--- src/ffha_pkg.sv ---
// Shared codes, field widths and mark masks of the first-fit heap allocator.
package ffha_pkg;

  // Fixed field widths of the request and result beats
  localparam int OFF_W = 10;
  localparam int REQ_W = 11;
  localparam int ST_W  = 2;
  localparam int MK_W  = 3;

  typedef logic [MK_W-1:0] mark_t;

  // Block header marks
  localparam mark_t MK_FREE = 3'b001;
  localparam mark_t MK_PREV = 3'b010;
  localparam mark_t MK_LAST = 3'b100;

  // Request opcodes
  localparam logic OP_ALLOC = 1'b0;
  localparam logic OP_FREE  = 1'b1;

  // Result status codes
  localparam logic [ST_W-1:0] ST_DONE = 2'd0;
  localparam logic [ST_W-1:0] ST_OOM  = 2'd1;
  localparam logic [ST_W-1:0] ST_IGN  = 2'd2;

  // Shared arithmetic unit modes
  localparam logic U_MUL = 1'b0;
  localparam logic U_DIV = 1'b1;

endpackage

--- src/ffha_unit.sv ---
// Shared arithmetic unit: multiply by the grain plus addend, or divide by the grain.
module ffha_unit #(
  parameter int GRAIN_BYTES = 4,
  parameter int LW          = 13
) (
  input  logic          mode,
  input  logic [LW-1:0] x,
  input  logic [LW-1:0] addend,
  output logic [LW-1:0] y
);
  import ffha_pkg::*;

  localparam int     SH    = LW + 4;
  localparam longint ONE   = 1;
  localparam longint RECIP = ((ONE << SH) + GRAIN_BYTES - 1) / GRAIN_BYTES;
  localparam int     MW    = SH + 1;
  localparam int     PW    = LW + MW;

  logic [MW-1:0] k;
  logic [PW-1:0] prod;

  // Pick the constant: grain for scaling, reciprocal for division
  assign k    = (mode == U_DIV) ? MW'(RECIP) : MW'(GRAIN_BYTES);
  assign prod = PW'(x) * PW'(k);

  // Take the quotient bits or the scaled sum
  assign y = (mode == U_DIV) ? prod[SH +: LW] : (prod[LW-1:0] + addend);

endmodule

--- config.mk ---
export PLATFORM = sky130hd
export DESIGN_NAME = ffha_unit
export DESIGN_NICKNAME = d
export VERILOG_FILES = /design/src/ffha_pkg.sv /design/src/ffha_unit.sv
export SDC_FILE = /design/constraint.sdc
export NUM_CORES = 1
export LEC_CHECK = 0
export ABC_AREA = 1
export ABC_CLOCK_PERIOD_IN_PS = 2200
export BUFFER_PORTS_ARGS = -buffer_cell sky130_fd_sc_hd__clkbuf_2
export CORE_AREA = 2 2 50 52
export DETAILED_ROUTE_END_ITERATION = 10
export DIE_AREA = 0 0 52 54
export PLACE_DENSITY = 0.65
export SETUP_SLACK_MARGIN = 0.4
export SYNTH_ARGS = -nofsm -noshare
export SYNTH_HDL_FRONTEND = slang
export SYNTH_SLANG_ARGS = --single-unit
--- constraint.sdc ---
create_clock -name vclk -period 2.2
set_input_delay 0.11 -clock vclk [all_inputs]
set_output_delay 0.11 -clock vclk [all_outputs]
set_load 0.01 [all_outputs]
After elaboration in Yosys (flattened, before gate mapping). Index checks and enable logic that the tools add are counted.

Logic and storage cells: 4. Bits in registers: 0.

$add $sub $neg: 1. Mux-type cells: 2. Multiply operators: 1.

Operator list (count): $mul A13 B16 Y29 (1); $mux W16 (1); $add A13 B13 Y13 (1); $mux W13 (1).

Depth between registers and ports, before layout.
Depth after elaboration: 4. Depth in mapped cells: 14. Gate-level depth less buffers: 13.

Worst setup path before layout. OpenSTA, ideal clock, no wires.

Path kind: input -> output. Start: input mode. End: output y[8]. Stages on the path: 12. Setup slack: 0.512 ns. Arrival time: 1.578 ns. Data required time: 2.090 ns. Cells stage by stage: clkbuf_1 nor2_1 ha_1 inv_1 fa_1 inv_1 nand2_1 nand3_1 nand3_1 nand3b_1 nand3_1 nand2_1.

Longest elaborated chain between the ends: 4.

Ends and longest elaborated chain: start, declared (RTL line ffha_unit.sv:6) `input logic mode,`; $mux W16 (RTL line ffha_unit.sv:23) `assign k = (mode == U_DIV) ? MW'(RECIP) : MW'(GRAIN_BYTES);`; $mul A13 B16 Y29 (RTL line ffha_unit.sv:24) `assign prod = PW'(x) * PW'(k);`; $add A13 B13 Y13 (RTL line ffha_unit.sv:27) `assign y = (mode == U_DIV) ? prod[SH +: LW] : (prod[LW-1:0] + addend);`; $mux W13 (*) (RTL line ffha_unit.sv:27); end, declared (RTL line ffha_unit.sv:9) `output logic [LW-1:0] y`.

Mark *: on every way between the ends. The rest lies on a longest branch, timed or not.

Final worst setup path. Ends and elaborated chain as after synthesis.

==> metrics.cfg <==
[logic_synthesis]
avgSynthCellArea_um2 = 4.94
syn-num-nets = 203
yosysUniqueCellTypes = 19
yosysWarnings = 0
yosysSeqAreaShare = 0
netlist_instances = 165
synthesis.area_um2 = 816

[cells_and_area]
antenna_cells = 0
final_nets = 246
seq_cells = 0
area_growth_pct = 44.0
seq_area_um2 = 0
drive_gt1_frac = 0.340
n_clock_buffer = 0

[power]
finalPower_uw = 271
ir_drop_mv = 0.101
cellLeakagePower_nw = 0.747
cellPowerDensity_nw_per_um2 = 230

[global_route]
track_usage = 0.172
grt_pass1_vias = 966
grt_pass1_wl_um = 3870
grt_start_max_net_pins = 20
grt_overflow = 0
antenna_found_initial = 0

[placement]
gp_congestion = 0.875
dpl.hpwl_um = 1820
io_buffer_count = 40

[floorplanning]
start_util = 0.352
die-height_um = 54
num_rows = 18
dieArea_um2 = 2810
core-area_um2 = 2320
die_x_um = 52
io_pins = 40

[worst_setup_path]
critical_path_class = input port to output pin
worst_setup_path_end_kind = output pin
critPathLaunchType = input port
worstSetupStartpoint = mode
crit_fanout = 7
worst_ep_required_time_ps = 2090
arrival_ps = 1590

[sta]
finalMaxSlewViolations = 0
fmax_ghz = 0.589
finalCriticalPeriod_ps = 1700
tns_ps = 0
setup_violations = 0
tightest_slew_ps = 220
rsz0062_at_grt = yes
finalCritPeriodShare = 0.771
relSlewSlack = 0.852
hold_viol = 0

[min_path]
worstHoldStart = x[12]
hp-class = input port to output pin

[clock_network]
hold_buffers = 0

[detailed_routing]
vias_per_cell = 4.44
drt_pass1_iterations = 4
wl_per_cell_um = 9.54
ant_nets = 0
postRouteWirelength_um = 2250
route.vias.total = 1047
drc = 0
first_iter_violations = 8

[run]
max_cap_violations = 0

[status]
status = finished, final reports clean

## critical path, stage by stage
cell and delay (ps):
buf_6 110, nor2_4 110, ha_4 140, inv_2 40, fa_2 390, inv_2 90, nand2_4 60, nand3_4 90
nand3_4 80, nand2_2 60, nand2_1 50, nand3_1 80, nand2_1 40, buf_2 130
## kinds of logic (layout without fill, tap and decap cells)
| group | count (synthesis) | count (layout) | share of synthesized area |
|---|---|---|---|
| AOI/OAI and AO/OA | 13 | 13 | 0.0828 |
| and+or+nand+nor | 102 | 102 | 0.549 |
| xor gates and xnor gates | 1 | 1 | 0.0107 |
| buffers and inverters | 38 | 79 | 0.179 |
| adders and majority gates | 11 | 11 | 0.178 |
## report_power, final
part | total, mW | internal [mW] | switching, mW
Sequential | 0 | 0 | 0
Combinational | 0.271 | 0.117 | 0.154
Clock | 0 | 0 | 0
Total | 0.271 | 0.117 | 0.154
## cell usage in the layout, fill, tap and decap left out
cell	Yosys	final
a21oi_1	5	4
a21oi_2	0	1
and2_1	1	1
buf_2	0	1
buf_4	1	3
buf_6	0	2
clkbuf_2	0	38
fa_2	0	1
ha_1	10	7
ha_4	0	3
inv_1	33	30
inv_2	2	5
nand2_1	58	56
nand2_2	3	4
nand2_4	0	1
nand3_1	14	11
nand3_2	0	1
nand3_4	0	2
nand3b_1	4	4
nand4_1	3	3
nor2_1	14	11
nor2_2	4	6
nor2_4	0	1
o21ai_0	6	6
o22ai_1	2	2
or2_4	1	1
xnor2_1	1	1
## layout make-up
cell class	instances	area, µm²
fill	281	1140
multi-input combinational	127	766
timing repair buffer	44	240
inverter	35	131
tap	30	37.5
## cells in the mapped netlist, types with 2 or more instances
library cell | number | area share
inv_2 | 2 | 0.0092
o21ai_0 | 6 | 0.037
nand2_1 | 58 | 0.27
nand3b_1 | 4 | 0.037
inv_1 | 33 | 0.15
clkbuf_1 | 2 | 0.0092
nor2_2 | 4 | 0.031
nand2_2 | 3 | 0.023
nand4_1 | 3 | 0.023
o22ai_1 | 2 | 0.015
nand3_1 | 14 | 0.086
ha_1 | 10 | 0.15
a21oi_1 | 5 | 0.031
nor2_1 | 14 | 0.064
## metal layers
metal  vias to the layer above  track usage  part of all wire
met2                        24        0.321              0.49
met5                         -            0                 0
met1                       433        0.233              0.47
met3                         0      0.00278             0.038
li1                        590            -                 -
met4                         0      0.00439                 0
## final timing paths
| kind | depth (start not counted) | slack [ps] | end |
|---|---|---|---|
| max | 14 | 500 | y[8] |
| min | 4 | 510 | y[10] |
## stage by stage
stage	instances	area, µm²	setup slack, ps	hold WS [ps]	utilization
2_1_floorplan	165	816	512	334	-
3_3_place_gp	234	1050	377	506	0.454
4_1_cts	234	1070	401	509	0.460
5_1_grt	236	1170	377	524	0.506
6_report	236	1170	504	508	0.506
3_5_place_dp	234	1050	310	508	0.454
## what timing repair did
action | in CTS | in global routing
endpoints found under the setup margin | 2 | 6
resized for setup | 4 | 22
pin swaps | 2 | 7
setup buffers | 0 | 2
(Power assumes the default switching activity.)
